<file path="src/hw/rtl/pmfp_pkg.sv">
package pmfp_pkg;

    localparam logic [7:0] HEADER_BYTE = 8'hAA;

    // Frame byte positions; zero means hunting for the header.
    localparam logic [3:0] POS_HUNT     = 4'd0;
    localparam logic [3:0] POS_CMD      = 4'd1;
    localparam logic [3:0] POS_PM25_LO  = 4'd2;
    localparam logic [3:0] POS_PM25_HI  = 4'd3;
    localparam logic [3:0] POS_PM10_LO  = 4'd4;
    localparam logic [3:0] POS_PM10_HI  = 4'd5;
    localparam logic [3:0] POS_SUM_LAST = 4'd7;
    localparam logic [3:0] POS_CHECK    = 4'd8;
    localparam logic [3:0] POS_TAIL     = 4'd9;

    typedef struct packed {
        logic [15:0] pm25_tenths;
        logic [15:0] pm10_tenths;
        logic        checksum_good;
        logic [15:0] frames_seen;
        logic [15:0] bad_frames;
    } pmfp_result_t;

endpackage

</file>
<file path="src/hw/rtl/pmfp_in_stage.sv">
module pmfp_in_stage (
    input  logic       aclk,
    input  logic       aresetn,
    input  logic       s_valid,
    output logic       s_ready,
    input  logic [7:0] s_rx_byte,
    output logic       byte_valid,
    output logic [7:0] byte_data,
    input  logic       byte_take
);

    logic       valid_reg;
    logic       valid_next;
    logic [7:0] data_reg;

    // Slot frees up in the same cycle the core consumes it.
    assign s_ready    = !valid_reg || byte_take;
    assign valid_next = (s_valid && s_ready) ? 1'b1 : (byte_take ? 1'b0 : valid_reg);

    always_ff @(posedge aclk) begin
        if (!aresetn) begin
            valid_reg <= 1'b0;
        end else begin
            valid_reg <= valid_next;
        end
    end

    always_ff @(posedge aclk) begin
        if (s_valid && s_ready) begin
            data_reg <= s_rx_byte;
        end
    end

    assign byte_valid = valid_reg;
    assign byte_data  = data_reg;

endmodule

</file>
<file path="src/hw/rtl/pmfp_frame_core.sv">
module pmfp_frame_core (
    input  logic                  aclk,
    input  logic                  aresetn,
    input  logic                  byte_valid,
    input  logic [7:0]            byte_data,
    output logic                  byte_take,
    input  logic                  out_free,
    output logic                  res_load,
    output pmfp_pkg::pmfp_result_t res_data
);

    logic [3:0]  pos_reg;
    logic [3:0]  pos_next;
    logic [7:0]  sum_reg;
    logic [7:0]  sum_next;
    logic [15:0] cap25_reg;
    logic [15:0] cap25_next;
    logic [15:0] cap10_reg;
    logic [15:0] cap10_next;
    logic [15:0] held25_reg;
    logic [15:0] held25_next;
    logic [15:0] held10_reg;
    logic [15:0] held10_next;
    logic [15:0] frames_reg;
    logic [15:0] frames_next;
    logic [15:0] errors_reg;
    logic [15:0] errors_next;
    logic        ok_reg;
    logic        ok_next;
    logic        is_tail;
    logic        match;

    assign is_tail   = (pos_reg == pmfp_pkg::POS_TAIL);
    assign byte_take = byte_valid && (!is_tail || out_free);
    assign res_load  = byte_valid && is_tail && out_free;
    assign match     = (byte_data == sum_reg);

    always_comb begin
        pos_next    = pos_reg;
        sum_next    = sum_reg;
        cap25_next  = cap25_reg;
        cap10_next  = cap10_reg;
        held25_next = held25_reg;
        held10_next = held10_reg;
        frames_next = frames_reg;
        errors_next = errors_reg;
        ok_next     = ok_reg;
        if (!(pos_reg inside {[pmfp_pkg::POS_CMD:pmfp_pkg::POS_TAIL]})) begin
            pos_next = (byte_data == pmfp_pkg::HEADER_BYTE) ? pmfp_pkg::POS_CMD
                                                            : pmfp_pkg::POS_HUNT;
        end else begin
            pos_next = is_tail ? pmfp_pkg::POS_HUNT : pos_reg + 4'd1;
            case (pos_reg)
                pmfp_pkg::POS_CMD:     sum_next = 8'd0;
                pmfp_pkg::POS_PM25_LO: cap25_next = {cap25_reg[15:8], byte_data};
                pmfp_pkg::POS_PM25_HI: cap25_next = {byte_data, cap25_reg[7:0]};
                pmfp_pkg::POS_PM10_LO: cap10_next = {cap10_reg[15:8], byte_data};
                pmfp_pkg::POS_PM10_HI: cap10_next = {byte_data, cap10_reg[7:0]};
                default: ;
            endcase
            if (pos_reg inside {[pmfp_pkg::POS_PM25_LO:pmfp_pkg::POS_SUM_LAST]}) begin
                sum_next = sum_reg + byte_data;
            end
            if (pos_reg == pmfp_pkg::POS_CHECK) begin
                ok_next     = match;
                frames_next = frames_reg + 16'd1;
                if (match) begin
                    held25_next = cap25_reg;
                    held10_next = cap10_reg;
                end else begin
                    errors_next = errors_reg + 16'd1;
                end
            end
        end
    end

    always_ff @(posedge aclk) begin
        if (!aresetn) begin
            pos_reg    <= pmfp_pkg::POS_HUNT;
            sum_reg    <= 8'd0;
            cap25_reg  <= 16'd0;
            cap10_reg  <= 16'd0;
            held25_reg <= 16'd0;
            held10_reg <= 16'd0;
            frames_reg <= 16'd0;
            errors_reg <= 16'd0;
            ok_reg     <= 1'b0;
        end else if (byte_take) begin
            pos_reg    <= pos_next;
            sum_reg    <= sum_next;
            cap25_reg  <= cap25_next;
            cap10_reg  <= cap10_next;
            held25_reg <= held25_next;
            held10_reg <= held10_next;
            frames_reg <= frames_next;
            errors_reg <= errors_next;
            ok_reg     <= ok_next;
        end
    end

    // Everything was settled at the checksum byte; the tail just reports it.
    assign res_data.pm25_tenths   = held25_reg;
    assign res_data.pm10_tenths   = held10_reg;
    assign res_data.checksum_good = ok_reg;
    assign res_data.frames_seen   = frames_reg;
    assign res_data.bad_frames    = errors_reg;

endmodule

</file>
<file path="src/hw/rtl/pmfp_out_stage.sv">
module pmfp_out_stage (
    input  logic                   aclk,
    input  logic                   aresetn,
    input  logic                   res_load,
    input  pmfp_pkg::pmfp_result_t res_data,
    output logic                   out_free,
    output logic                   m_valid,
    input  logic                   m_ready,
    output pmfp_pkg::pmfp_result_t m_data
);

    logic                   valid_reg;
    logic                   valid_next;
    pmfp_pkg::pmfp_result_t data_reg;

    assign out_free   = !valid_reg || m_ready;
    assign valid_next = res_load ? 1'b1 : (m_ready ? 1'b0 : valid_reg);

    always_ff @(posedge aclk) begin
        if (!aresetn) begin
            valid_reg <= 1'b0;
        end else begin
            valid_reg <= valid_next;
        end
    end

    always_ff @(posedge aclk) begin
        if (res_load) begin
            data_reg <= res_data;
        end
    end

    assign m_valid = valid_reg;
    assign m_data  = data_reg;

endmodule

</file>
<file path="src/hw/rtl/pm_sensor_frame_parser_unit.sv">
// Particulate sensor frame parser. Takes one received serial byte per
// transaction on s_ and hunts for the 0xAA header, then collects a command
// byte, six payload bytes, a checksum and a tail. The checksum is the payload
// sum modulo 256; on a match the little-endian PM2.5 and PM10 words are held,
// otherwise the old values stay and the bad-frame count rises. The tail byte
// of each frame produces one m_ transaction carrying the held values, the
// checksum flag and both wrapping 16-bit counts; no other byte produces one.
// Throughput is one byte per clock unless a tail byte stalls: the byte
// sits in an input register, the frame state register updates when the core
// takes it, and the result lands in an output register that drives m_valid.
// Only a tail byte that meets a full, unread output register stalls the
// input; all other bytes keep flowing while a result waits.
module pm_sensor_frame_parser_unit (
    input  logic        aclk,
    input  logic        aresetn,
    // byte input
    input  logic        s_valid,
    output logic        s_ready,
    input  logic [7:0]  s_rx_byte,
    // result output
    output logic        m_valid,
    input  logic        m_ready,
    output logic [15:0] m_pm25_tenths,
    output logic [15:0] m_pm10_tenths,
    output logic        m_checksum_good,
    output logic [15:0] m_frames_seen,
    output logic [15:0] m_bad_frames
);

    logic                   byte_valid;
    logic [7:0]             byte_data;
    logic                   byte_take;
    logic                   out_free;
    logic                   res_load;
    pmfp_pkg::pmfp_result_t res_data;
    pmfp_pkg::pmfp_result_t m_data;

    // Input register.
    pmfp_in_stage u_in (
        .aclk       (aclk),
        .aresetn    (aresetn),
        .s_valid    (s_valid),
        .s_ready    (s_ready),
        .s_rx_byte  (s_rx_byte),
        .byte_valid (byte_valid),
        .byte_data  (byte_data),
        .byte_take  (byte_take)
    );

    // Frame state and checksum.
    pmfp_frame_core u_core (
        .aclk       (aclk),
        .aresetn    (aresetn),
        .byte_valid (byte_valid),
        .byte_data  (byte_data),
        .byte_take  (byte_take),
        .out_free   (out_free),
        .res_load   (res_load),
        .res_data   (res_data)
    );

    // Result register.
    pmfp_out_stage u_out (
        .aclk     (aclk),
        .aresetn  (aresetn),
        .res_load (res_load),
        .res_data (res_data),
        .out_free (out_free),
        .m_valid  (m_valid),
        .m_ready  (m_ready),
        .m_data   (m_data)
    );

    assign m_pm25_tenths   = m_data.pm25_tenths;
    assign m_pm10_tenths   = m_data.pm10_tenths;
    assign m_checksum_good = m_data.checksum_good;
    assign m_frames_seen   = m_data.frames_seen;
    assign m_bad_frames    = m_data.bad_frames;

endmodule

</file>
<file path="config.mk">
export PLATFORM = sky130hd
export DESIGN_NAME = pm_sensor_frame_parser_unit
export DESIGN_NICKNAME = d
export VERILOG_FILES = /design/src/hw/rtl/pmfp_pkg.sv /design/src/hw/rtl/pmfp_in_stage.sv /design/src/hw/rtl/pmfp_frame_core.sv /design/src/hw/rtl/pmfp_out_stage.sv /design/src/hw/rtl/pm_sensor_frame_parser_unit.sv
export SDC_FILE = /design/constraint.sdc
export NUM_CORES = 1
export LEC_CHECK = 0
export BUFFER_PORTS_ARGS = -buffer_cell sky130_fd_sc_hd__buf_2
export CAP_MARGIN = 30
export CORE_ASPECT_RATIO = 0.8
export CORE_UTILIZATION = 30
export CTS_CLUSTER_DIAMETER = 120
export CTS_CLUSTER_SIZE = 10
export DETAILED_ROUTE_END_ITERATION = 6
export GPL_ROUTABILITY_DRIVEN = 0
export HOLD_SLACK_MARGIN = 0.05
export SYNTH_ARGS = -nofsm -noshare
export SYNTH_HDL_FRONTEND = slang
export SYNTH_HIERARCHICAL = 1
export SYNTH_SLANG_ARGS = --single-unit
</file>
<file path="constraint.sdc">
create_clock -name aclk -period 11.8 [get_ports aclk]
set_input_delay 0.59 -clock aclk [delete_from_list [all_inputs] [get_ports aclk]]
set_output_delay 0.59 -clock aclk [all_outputs]
set_load 0.05 [all_outputs]
</file>
==> results.json, run 1 <==
{
  "status": "complete, no violations",
  "drt_iter0_drc": 359,
  "via_count": 4754,
  "end_kind": "register",
  "period_minus_slack_ns": 3.40,
  "cts_tree": "built",
  "post-place-ws_ns": 8.37,
  "ir_drop_v": 0.0000983,
  "drive_above_1_share_pct": 17.7,
  "n_fill_cell": 2331,
  "crit_fanout": 33,
  "start_util_pct": 31.0,
  "hold_path_class": "input port to register",
  "rsz0062_at_grt": "false",
  "io_pins": 79,
  "slew-limit-headroom_pct": 33.5,
  "syn2layout_area_growth_pct": 17.4,
  "grt_pass1_wl_mm": 23.3,
  "critPathMaxStageDelay_ns": 0.85,
  "synth_top_area_share_pct": 31.5,
  "async_flop_share_pct": 0,
  "crit_family": "simple AND/OR/NAND/NOR gates",
  "leakage_nw": 2.89,
  "post_cts_buffers": 0,
  "total_power_mw": 1.25,
  "cap_violations": 0,
  "layout_commonest_cell": "dfxtp_1",
  "cts.clk_slew.worst_paths_ns": 0.07,
  "syn_area_mm2": 0.00706,
  "cp.arrival_ns": 3.69,
  "reg2reg_to": "u_core/held25_reg[7]$_SDFFE_PN0P_",
  "synth_area_leaders": "dfxtp_1, edfxtp_1, nand2_1, a21oi_1, nor2_1",
  "ant_nets": 0,
  "rr_worst_depth": 6,
  "synth_edf_count": 73,
  "io_buffer_count": 78,
  "numCtsBuffers": 17,
  "cts_resized": 0,
  "finalClockSkew_ns": 0.0121,
  "nNetsFinal": 738,
  "synth_warnings": 6,
  "path_buf_inv": 0,
  "r2r_slack_ns": 8.40,
  "antenna_found_initial": 0,
  "hold_viol": 0,
  "rr_startpoint": "u_in/byte_data[3]$_DFFE_PP_",
  "insertion_delay_ns": 0.43,
  "setup_viol": 0,
  "dp_hpwl_mm": 9.46,
  "worst_path_max_delay_cell": "nor4_2",
  "max_freq_mhz": 294,
  "routed_wirelength_mm": 14.5,
  "die_h_um": 139,
  "fin_crit_sh_pct": 28.8,
  "path_depth": 6,
  "startpoint": "u_in/byte_data[3]$_DFFE_PP_",
  "syn_avg_cell_area_um2": 10.9,
  "htree_levels": 4,
  "vias_per_cell": 4.59,
  "cts_hold_buf": 0,
  "cts_root_buf": "clkbuf_16",
  "overflow": 0,
  "cts.sinks": 184,
  "grt_usage_pct": 12.2,
  "dr.pass1.iters": 5,
  "clockBufferDepth": 2,
  "setup_tns_ns": 0,
  "grt_max_degree": 64,
  "synth_cells": 647,
  "cp-start-kind": "register",
  "drc_errors": 0,
  "core_area_mm2": 0.0228,
  "num_antenna_cells": 0,
  "ys_ff_latch": 184,
  "die-area_mm2": 0.0242,
  "grt_pass1_vias": 4388,
  "fp.dieW_um": 174,
  "required_ns": 12.08,
  "syn_nets": 669,
  "worst_pin_slew_ns": 0.993,
  "setup_ws_ns": 8.40,
  "cp-endpoint": "u_core/held25_reg[7]$_SDFFE_PN0P_",
  "layout_common_cells": "dfxtp_1, nand2_1, buf_2",
  "timing_worst_setup_path_type": "register to register",
  "maxSlewViolCount": 0,
  "powerDensity_mw_per_mm2": 151,
  "cp_cell_sequence": "ha_1, or4_1, nor4_2, nand2_2, nand2_1, a21oi_1",
  "ys_types": 54,
  "ys_dominant_reg_cell": "dfxtp_1",
  "rows": 49,
  "yosys.area.top_type": "dfxtp_1",
  "largest_register_ffs": 65,
  "ys_seq_area_share_pct": 62.5,
  "post_drt_wl_per_cell_um": 14.0
}
-- kinds of logic after synthesis --
family | count (synthesis) | share of synthesized area, %
adders and majority gates | 10 | 1.88
and+or+nand+nor | 263 | 18.6
xor gates and xnor gates | 25 | 3.10
AOI/OAI and AO/OA | 101 | 8.27
muxes | 17 | 2.41
buffers and inverters | 47 | 3.22
DFF | 184 | 62.5
-- report_power, final --
| group | total, mW | switching (mW) | internal (mW) |
|---|---|---|---|
| clock network | 0.568 | 0.235 | 0.333 |
| logic | 0.0196 | 0.0130 | 0.00656 |
| registers | 0.664 | 0.00570 | 0.658 |
-- synth_stat cells (3+ instances only) --
master    number
or4_1          4
edfxtp_1      73
buf_2          8
o31ai_1        4
o21ai_0       12
inv_1         13
xnor2_1       17
nor2b_1       12
and3_1        12
xor2_1         8
a22oi_1        6
nor2_1        60
clkbuf_1      15
or3_1          9
buf_1          3
dfxtp_1      111
ha_1           9
nand4_1        6
nand2_1       97
nor3_1         9
nand2b_1       4
and2_1         3
buf_4          4
mux2i_1       17
nand3_1       20
a21oi_1       65
nor4_1         8
-- metrics by stage --
stage                     area [um^2]  hold WS, ns  cells  util (%)
after detailed placement         7700        0.413   1003      33.8
after global placement           7700        0.414   1003      33.8
after CTS                        8300        0.339   1035      36.4
final                            8300        0.345   1035      36.4
after global routing             8300        0.339   1035      36.4
after floorplan                  7060        0.408    647         -
-- worst register-to-register path, delay by kind of cell (launching register included) --
family / cells / cell delay (ns)
flip-flops: 1 / 0.51
AO/OA/AOI/OAI: 1 / 0.08
adder cells (fa/ha/maj): 1 / 0.42
AND/OR/NAND/NOR: 4 / 2.24
-- metal layers --
layer	vias to the layer above	GRT usage (%)	part of all wire, %
met3	9	3.39	4.2
met4	0	3.63	1.1
met2	89	17.4	43
met1	2256	17.7	51
met5	-	0	0
li1	2400	-	-
-- worst min path at each step --
stage                                      startpoint                          end  slack [ns]  cells after the start
finish                                   s_rx_byte[5]  u_in/byte_data[5]$_DFFE_PP_        0.35                      1
global route                             s_rx_byte[0]  u_in/byte_data[0]$_DFFE_PP_        0.34                      1
CTS                                      s_rx_byte[5]  u_in/byte_data[5]$_DFFE_PP_        0.34                      1
detailed placement         u_core/ok_reg$_SDFFE_PN0P_   u_out/m_data[32]$_DFFE_PP_        0.41                      0
global placement           u_core/ok_reg$_SDFFE_PN0P_   u_out/m_data[32]$_DFFE_PP_        0.41                      0
floorplan           u_core/held10_reg[0]$_SDFFE_PN0P_   u_out/m_data[33]$_DFFE_PP_        0.41                      0
-- final cells by class --
class	instances	area (um^2)	area share, %
Clock buffer	21	440	5.31
Timing Repair Buffer	83	428	5.16
Inverter	14	52.6	0.633
Clock inverter	11	150	1.81
Sequential cell	184	4410	53.2
Tap cell	306	383	4.62
Multi-Input combinational cell	416	2430	29.3
Power figures use the tool's default switching activity.
==> run 2: changes to the inputs <==
==> constraint.sdc (replaced) <==
create_clock -name aclk -period 3.5 [get_ports aclk]
set_input_delay 0.175 -clock aclk [delete_from_list [all_inputs] [get_ports aclk]]
set_output_delay 0.175 -clock aclk [all_outputs]
set_load 0.05 [all_outputs]
==> results.json, run 2 (synthesis results as in run 1) <==
{
  "status": "complete, no violations",
  "post_cts_buffers": 0,
  "finalClockSkew_ns": 0.0103,
  "setup_ws_ns": 0.636,
  "grt_pass1_wl_mm": 23.8,
  "cts_tree": "built",
  "min_from": "aresetn",
  "dr.pass1.iters": 4,
  "fp.dieW_um": 174,
  "fin_crit_sh_pct": 81.8,
  "io_pins": 79,
  "dpl-instance-area_mm2": 0.00775,
  "required_ns": 3.78,
  "die-area_mm2": 0.0242,
  "rsz0062_at_grt": "false",
  "slew-limit-headroom_pct": 41.4,
  "post-place-ws_ns": 0.621,
  "startpoint": "u_in/byte_data[2]$_DFFE_PP_",
  "fin_area_mm2": 0.00845,
  "insertion_delay_ns": 0.43,
  "powerDensity_mw_per_mm2": 500,
  "layout_commonest_cell": "dfxtp_1",
  "ant_nets": 0,
  "core_area_mm2": 0.0228,
  "die_h_um": 139,
  "crit_fanout": 33,
  "holdWs_ns": 0.117,
  "drive_above_1_share_pct": 18.3,
  "end_kind": "register",
  "reg2reg_to": "u_core/held25_reg[5]$_SDFFE_PN0P_",
  "cts_root_buf": "clkbuf_16",
  "setup_tns_ns": 0,
  "timing_worst_setup_path_type": "register to register",
  "vias_per_cell": 4.51,
  "io_buffer_count": 78,
  "final_cells": 1049,
  "cts.sinks": 184,
  "top_layer": "met4",
  "rows": 49,
  "drc_errors": 0,
  "cts_resized": 0,
  "post_drt_wl_per_cell_um": 13.8,
  "path_depth": 7,
  "syn2layout_area_growth_pct": 19.6,
  "period_minus_slack_ns": 2.86,
  "cp-start-kind": "register",
  "max_freq_mhz": 349,
  "cts_hold_buf": 10,
  "rr_startpoint": "u_in/byte_data[2]$_DFFE_PP_",
  "drt_iter0_drc": 411,
  "hold_path_class": "input port to register",
  "via_count": 4735,
  "leakage_nw": 2.99,
  "crit_family": "simple AND/OR/NAND/NOR gates",
  "cts.clk_slew.worst_paths_ns": 0.07,
  "path_buf_inv": 1,
  "clockBufferDepth": 2,
  "worstHoldEndpoint": "u_core/errors_reg[15]$_SDFFE_PN0P_",
  "start_util_pct": 31.0,
  "p_seq_share_pct": 52.9,
  "worst_pin_slew_ns": 0.877,
  "cp.arrival_ns": 3.14,
  "grt_usage_pct": 12.5,
  "placed_cells": 1006,
  "dp_hpwl_mm": 9.38,
  "antenna_found_initial": 1,
  "share_comb_of_total_power_pct": 2.0,
  "worst_path_max_delay_cell": "or4_1",
  "htree_levels": 4,
  "intPower_mw": 3.28,
  "rr_worst_depth": 7,
  "numCtsBuffers": 17,
  "nNetsFinal": 751,
  "wl_met2_mm": 6.29,
  "wl_met3_um": 651,
  "grt_pass1_vias": 4569,
  "cp_cell_sequence": "ha_1, or4_1, nor4_2, buf_4, nand2_2, nand2_1, a21oi_1",
  "cap_violations": 0,
  "maxSlewViolCount": 0,
  "routed_wirelength_mm": 14.5,
  "hold_viol": 0,
  "ir_drop_v": 0.000319,
  "critPathMaxStageDelay_ns": 0.56,
  "largest_register_ffs": 65,
  "r2r_slack_ns": 0.64,
  "met1_length_mm": 7.34,
  "setup_viol": 0,
  "p_clk_share_pct": 45.1,
  "whs_path_depth": 3,
  "overflow": 0,
  "layout_common_cells": "dfxtp_1, nand2_1, buf_2",
  "power_switching_share_pct": 22.2,
  "grt_max_degree": 61,
  "p_switching_mw": 0.938
}
-- run 2: how the worst max path moves through the flow --
stage / to / slack [ns]
final: u_core/held25_reg[5]$_SDFFE_PN0P_ / 0.64
after global routing: u_core/held25_reg[4]$_SDFFE_PN0P_ / 0.43
after CTS: u_core/held25_reg[5]$_SDFFE_PN0P_ / 0.61
after detailed placement: u_core/held25_reg[5]$_SDFFE_PN0P_ / 0.62
after global placement: u_core/held10_reg[10]$_SDFFE_PN0P_ / 0.67
after floorplan: u_out/m_data[0]$_DFFE_PP_ / 0.42
-- run 2: worst min-delay path, stage by stage --
cell	delay, ns
buf_2	0.18
nand2_1	0.09
mux2i_1	0.05
-- run 2: per-layer routing --
metal | up-vias | GRT usage (%)
met5 | - | 0
met4 | 0 | 5.40
met3 | 14 | 3.31
met2 | 77 | 18.5
met1 | 2209 | 17.1
li1 | 2435 | -
-- run 2: layout make-up --
cell class / instances / area, um^2
Clock buffer: 18 / 439
Clock inverter: 14 / 160
Sequential cell: 184 / 4410
Inverter: 14 / 52.6
Tap cell: 306 / 383
Antenna cell: 1 / 2.50
Multi-Input combinational cell: 416 / 2430
Timing Repair Buffer: 96 / 563
Fill cell: 2276 / 14400
-- run 2: power groups by stage --
stage	combinational, mW	clock [mW]	sequential (mW)
4_1_cts	0.0830	1.96	2.23
5_1_grt	0.0908	2.03	2.24
2_1_floorplan	0.0516	0	2.27
6_report	0.0826	1.90	2.24
3_3_place_gp	0.0737	0	2.28
3_5_place_dp	0.0742	0	2.28
-- run 2: stage by stage --
| step | utilization, % | total power, mW |
|---|---|---|
| after detailed placement | 34.0 | 2.36 |
| after global routing | 37.0 | 4.36 |
| after CTS | 37.0 | 4.27 |
| final | 37.0 | 4.22 |
| after global placement | 34.0 | 2.36 |
| after floorplan | - | 2.33 |
==> run 3: changes to the inputs <==
--- a/config.mk
+++ b/config.mk
@@ -5,6 +5,7 @@
 export SDC_FILE = /design/constraint.sdc
 export NUM_CORES = 1
 export LEC_CHECK = 0
+export ABC_AREA = 1
 export BUFFER_PORTS_ARGS = -buffer_cell sky130_fd_sc_hd__buf_2
 export CAP_MARGIN = 30
 export CORE_ASPECT_RATIO = 0.8
==> constraint.sdc (replaced) <==
create_clock -name aclk -period 2.65 [get_ports aclk]
set_input_delay 0.1325 -clock aclk [delete_from_list [all_inputs] [get_ports aclk]]
set_output_delay 0.1325 -clock aclk [all_outputs]
set_load 0.05 [all_outputs]
==> results.json, run 3 <==
{
  "status": "finished, violations left",
  "failed_checks": "design-rule violations",
  "overflow": 0,
  "required_ns": 2.97,
  "dr.pass1.iters": 7,
  "setup_viol": 0,
  "grtUsageMet3_pct": 4.02,
  "die-area_mm2": 0.0257,
  "cts_hold_buf": 10,
  "leakage_nw": 3.49,
  "antenna_found_initial": 0,
  "period_minus_slack_ns": 2.30,
  "die_h_um": 144,
  "setup_tns_ns": 0,
  "via_count": 5642,
  "synth_area_leaders": "dfxtp_1, edfxtp_1, nand2_1, nor2_1, a21oi_1",
  "r2r_slack_ns": 0.35,
  "p_clk_share_pct": 45.4,
  "num_antenna_cells": 0,
  "rr_worst_depth": 7,
  "timing_worst_setup_path_type": "register to register",
  "drive_above_1_share_pct": 18.7,
  "synth_warnings": 6,
  "cp.arrival_ns": 2.62,
  "cp-start-kind": "register",
  "ys_ff_latch": 184,
  "crit_fanout": 33,
  "cts_tree": "built",
  "grt_pass1_vias": 5197,
  "end_kind": "register",
  "post_cts_buffers": 0,
  "rsz0062_at_grt": "false",
  "synth_cells": 812,
  "grt_max_degree": 47,
  "async_flop_share_pct": 0,
  "ys_seq_area_share_pct": 58.7,
  "max_freq_mhz": 435,
  "cts.clk_slew.worst_paths_ns": 0.08,
  "cts.sinks": 184,
  "core_area_mm2": 0.0245,
  "slew-limit-headroom_pct": 61.0,
  "syn2layout_area_growth_pct": 18.9,
  "fp.dieW_um": 179,
  "yosys.area.top_type": "dfxtp_1",
  "io_pins": 79,
  "share_comb_of_total_power_pct": 3.0,
  "syn_nets": 834,
  "clockBufferDepth": 2,
  "drt_iter0_drc": 481,
  "synth_edf_count": 73,
  "startpoint": "u_in/byte_data[3]$_DFFE_PP_",
  "post_drt_wl_per_cell_um": 13.3,
  "power_switching_share_pct": 23.6,
  "insertion_delay_ns": 0.43,
  "vias_per_cell": 4.58,
  "io_buffer_count": 78,
  "hold_path_class": "input port to register",
  "hold_viol": 0,
  "met1_usage_pct": 19.9,
  "n_fill_cell": 2519,
  "drc_errors": 16,
  "nNetsFinal": 923,
  "synth_top_area_share_pct": 29.5,
  "worst_pin_slew_ns": 0.583,
  "numCtsBuffers": 17,
  "intPower_mw": 4.37,
  "ir_drop_v": 0.000446,
  "p_seq_share_pct": 51.6,
  "cts_root_buf": "clkbuf_16",
  "grt.busiest_layer": "met1",
  "start_util_pct": 30.7,
  "fin_crit_sh_pct": 86.7,
  "powerDensity_mw_per_mm2": 639,
  "htree_levels": 4,
  "layout_commonest_cell": "nand2_1",
  "largest_register_ffs": 65,
  "cp-endpoint": "u_core/held25_reg[0]$_SDFFE_PN0P_",
  "maxSlewViolCount": 0,
  "layout_common_cells": "nand2_1, nor2_1, dfxtp_1",
  "ant_nets": 0,
  "rows": 51,
  "synth_top_cells_by_count": "nand2_1, nor2_1, dfxtp_1, edfxtp_1, a21oi_1",
  "final_util_pct": 36.5,
  "reg2reg_to": "u_core/held25_reg[0]$_SDFFE_PN0P_",
  "use_met2_pct": 19.1,
  "cts_resized": 0,
  "finalClockSkew_ns": 0.0164,
  "grt_pass1_wl_mm": 26.9,
  "syn_avg_cell_area_um2": 9.27,
  "dp_hpwl_mm": 11.3,
  "yosysMostFrequentCell": "nand2_1",
  "rr_startpoint": "u_in/byte_data[3]$_DFFE_PP_",
  "p_switching_mw": 1.35,
  "cap_violations": 0,
  "whs_path_depth": 3,
  "routed_wirelength_mm": 16.4,
  "grt_usage_pct": 13.5,
  "syn_area_mm2": 0.00753,
  "ys_types": 37,
  "ys_dominant_reg_cell": "dfxtp_1"
}
-- run 3: changes by cell type after synthesis, moves of 9 or more --
cell,previous run,this run
mux2i_1,17,0
and3_1,12,0
inv_1,13,53
nand3_1,20,56
o21ai_0,12,41
or3_1,9,0
xnor2_1,17,6
nand2_2,1,12
nand2_1,97,156
nor2b_1,12,0
nor2_1,60,126
-- run 3: stage by stage --
| stage | setup WS, ns | std cells | hold slack [ns] | area (um^2) | total power [mW] |
|---|---|---|---|---|---|
| final | 0.354 | 1232 | 0.201 | 8950 | 5.72 |
| after global routing | 0.178 | 1232 | 0.213 | 8950 | 5.95 |
| after CTS | 0.362 | 1232 | 0.195 | 8950 | 5.80 |
| after detailed placement | 0.399 | 1190 | 0.313 | 8230 | 3.18 |
| after global placement | 0.438 | 1190 | 0.312 | 8230 | 3.18 |
| after floorplan | 0.0370 | 812 | 0.231 | 7540 | 3.13 |
-- run 3: worst min path at each step --
| stage | from | to | slack, ns |
|---|---|---|---|
| floorplan | s_rx_byte[0] | u_in/byte_data[0]$_DFFE_PP_ | 0.23 |
| global placement | s_rx_byte[1] | u_in/byte_data[1]$_DFFE_PP_ | 0.31 |
| detailed placement | s_rx_byte[1] | u_in/byte_data[1]$_DFFE_PP_ | 0.31 |
| CTS | aresetn | u_core/frames_reg[10]$_SDFFE_PN0P_ | 0.19 |
| global route | aresetn | u_core/errors_reg[10]$_SDFFE_PN0P_ | 0.21 |
| finish | aresetn | u_core/frames_reg[10]$_SDFFE_PN0P_ | 0.20 |
-- run 3: cell type report --
cell class	count	area (um^2)	area share, %
sequential	184	4420	49.3
tap	318	398	4.45
inverter	61	234	2.61
clock inverter	14	180	2.01
multi-input combinational	539	2690	30.1
clock buffer	18	439	4.91
timing repair buffer	98	591	6.60
-- run 3: cells by family (layout without fill, tap and decap cells) --
family | count (synthesis) | after routing | synth area share [%]
compound gates | 124 | 124 | 8.88
xor+xnor | 12 | 12 | 1.40
flops | 184 | 184 | 58.7
buf+inv | 89 | 191 | 5.80
simple gates | 393 | 393 | 23.5
fa+ha+maj | 10 | 10 | 1.76
-- run 3: per-layer routing --
layer / share of wire, % / routed length, um
met5: 0 / 0
met4: 0.73 / 119
met3: 5.3 / 872
met2: 41 / 6740
met1: 53 / 8670
-- run 3: critical path, cell delays in order, from the launching register on --
cell and delay, ns:
edfxtp_1 0.54, ha_1 0.43, nor3_1 0.27, nand3_2 0.20, nor2_4 0.21, inv_2 0.24
nor2_1 0.22, nor2_1 0.08
-- run 3: power groups by stage --
stage          Clock, mW  Sequential, mW  Combinational, mW
3_3_place_gp           0            3.02              0.161
4_1_cts             2.67            2.95              0.172
6_report            2.60            2.95              0.170
2_1_floorplan          0            3.01              0.121
3_5_place_dp           0            3.02              0.160
5_1_grt             2.81            2.96              0.190
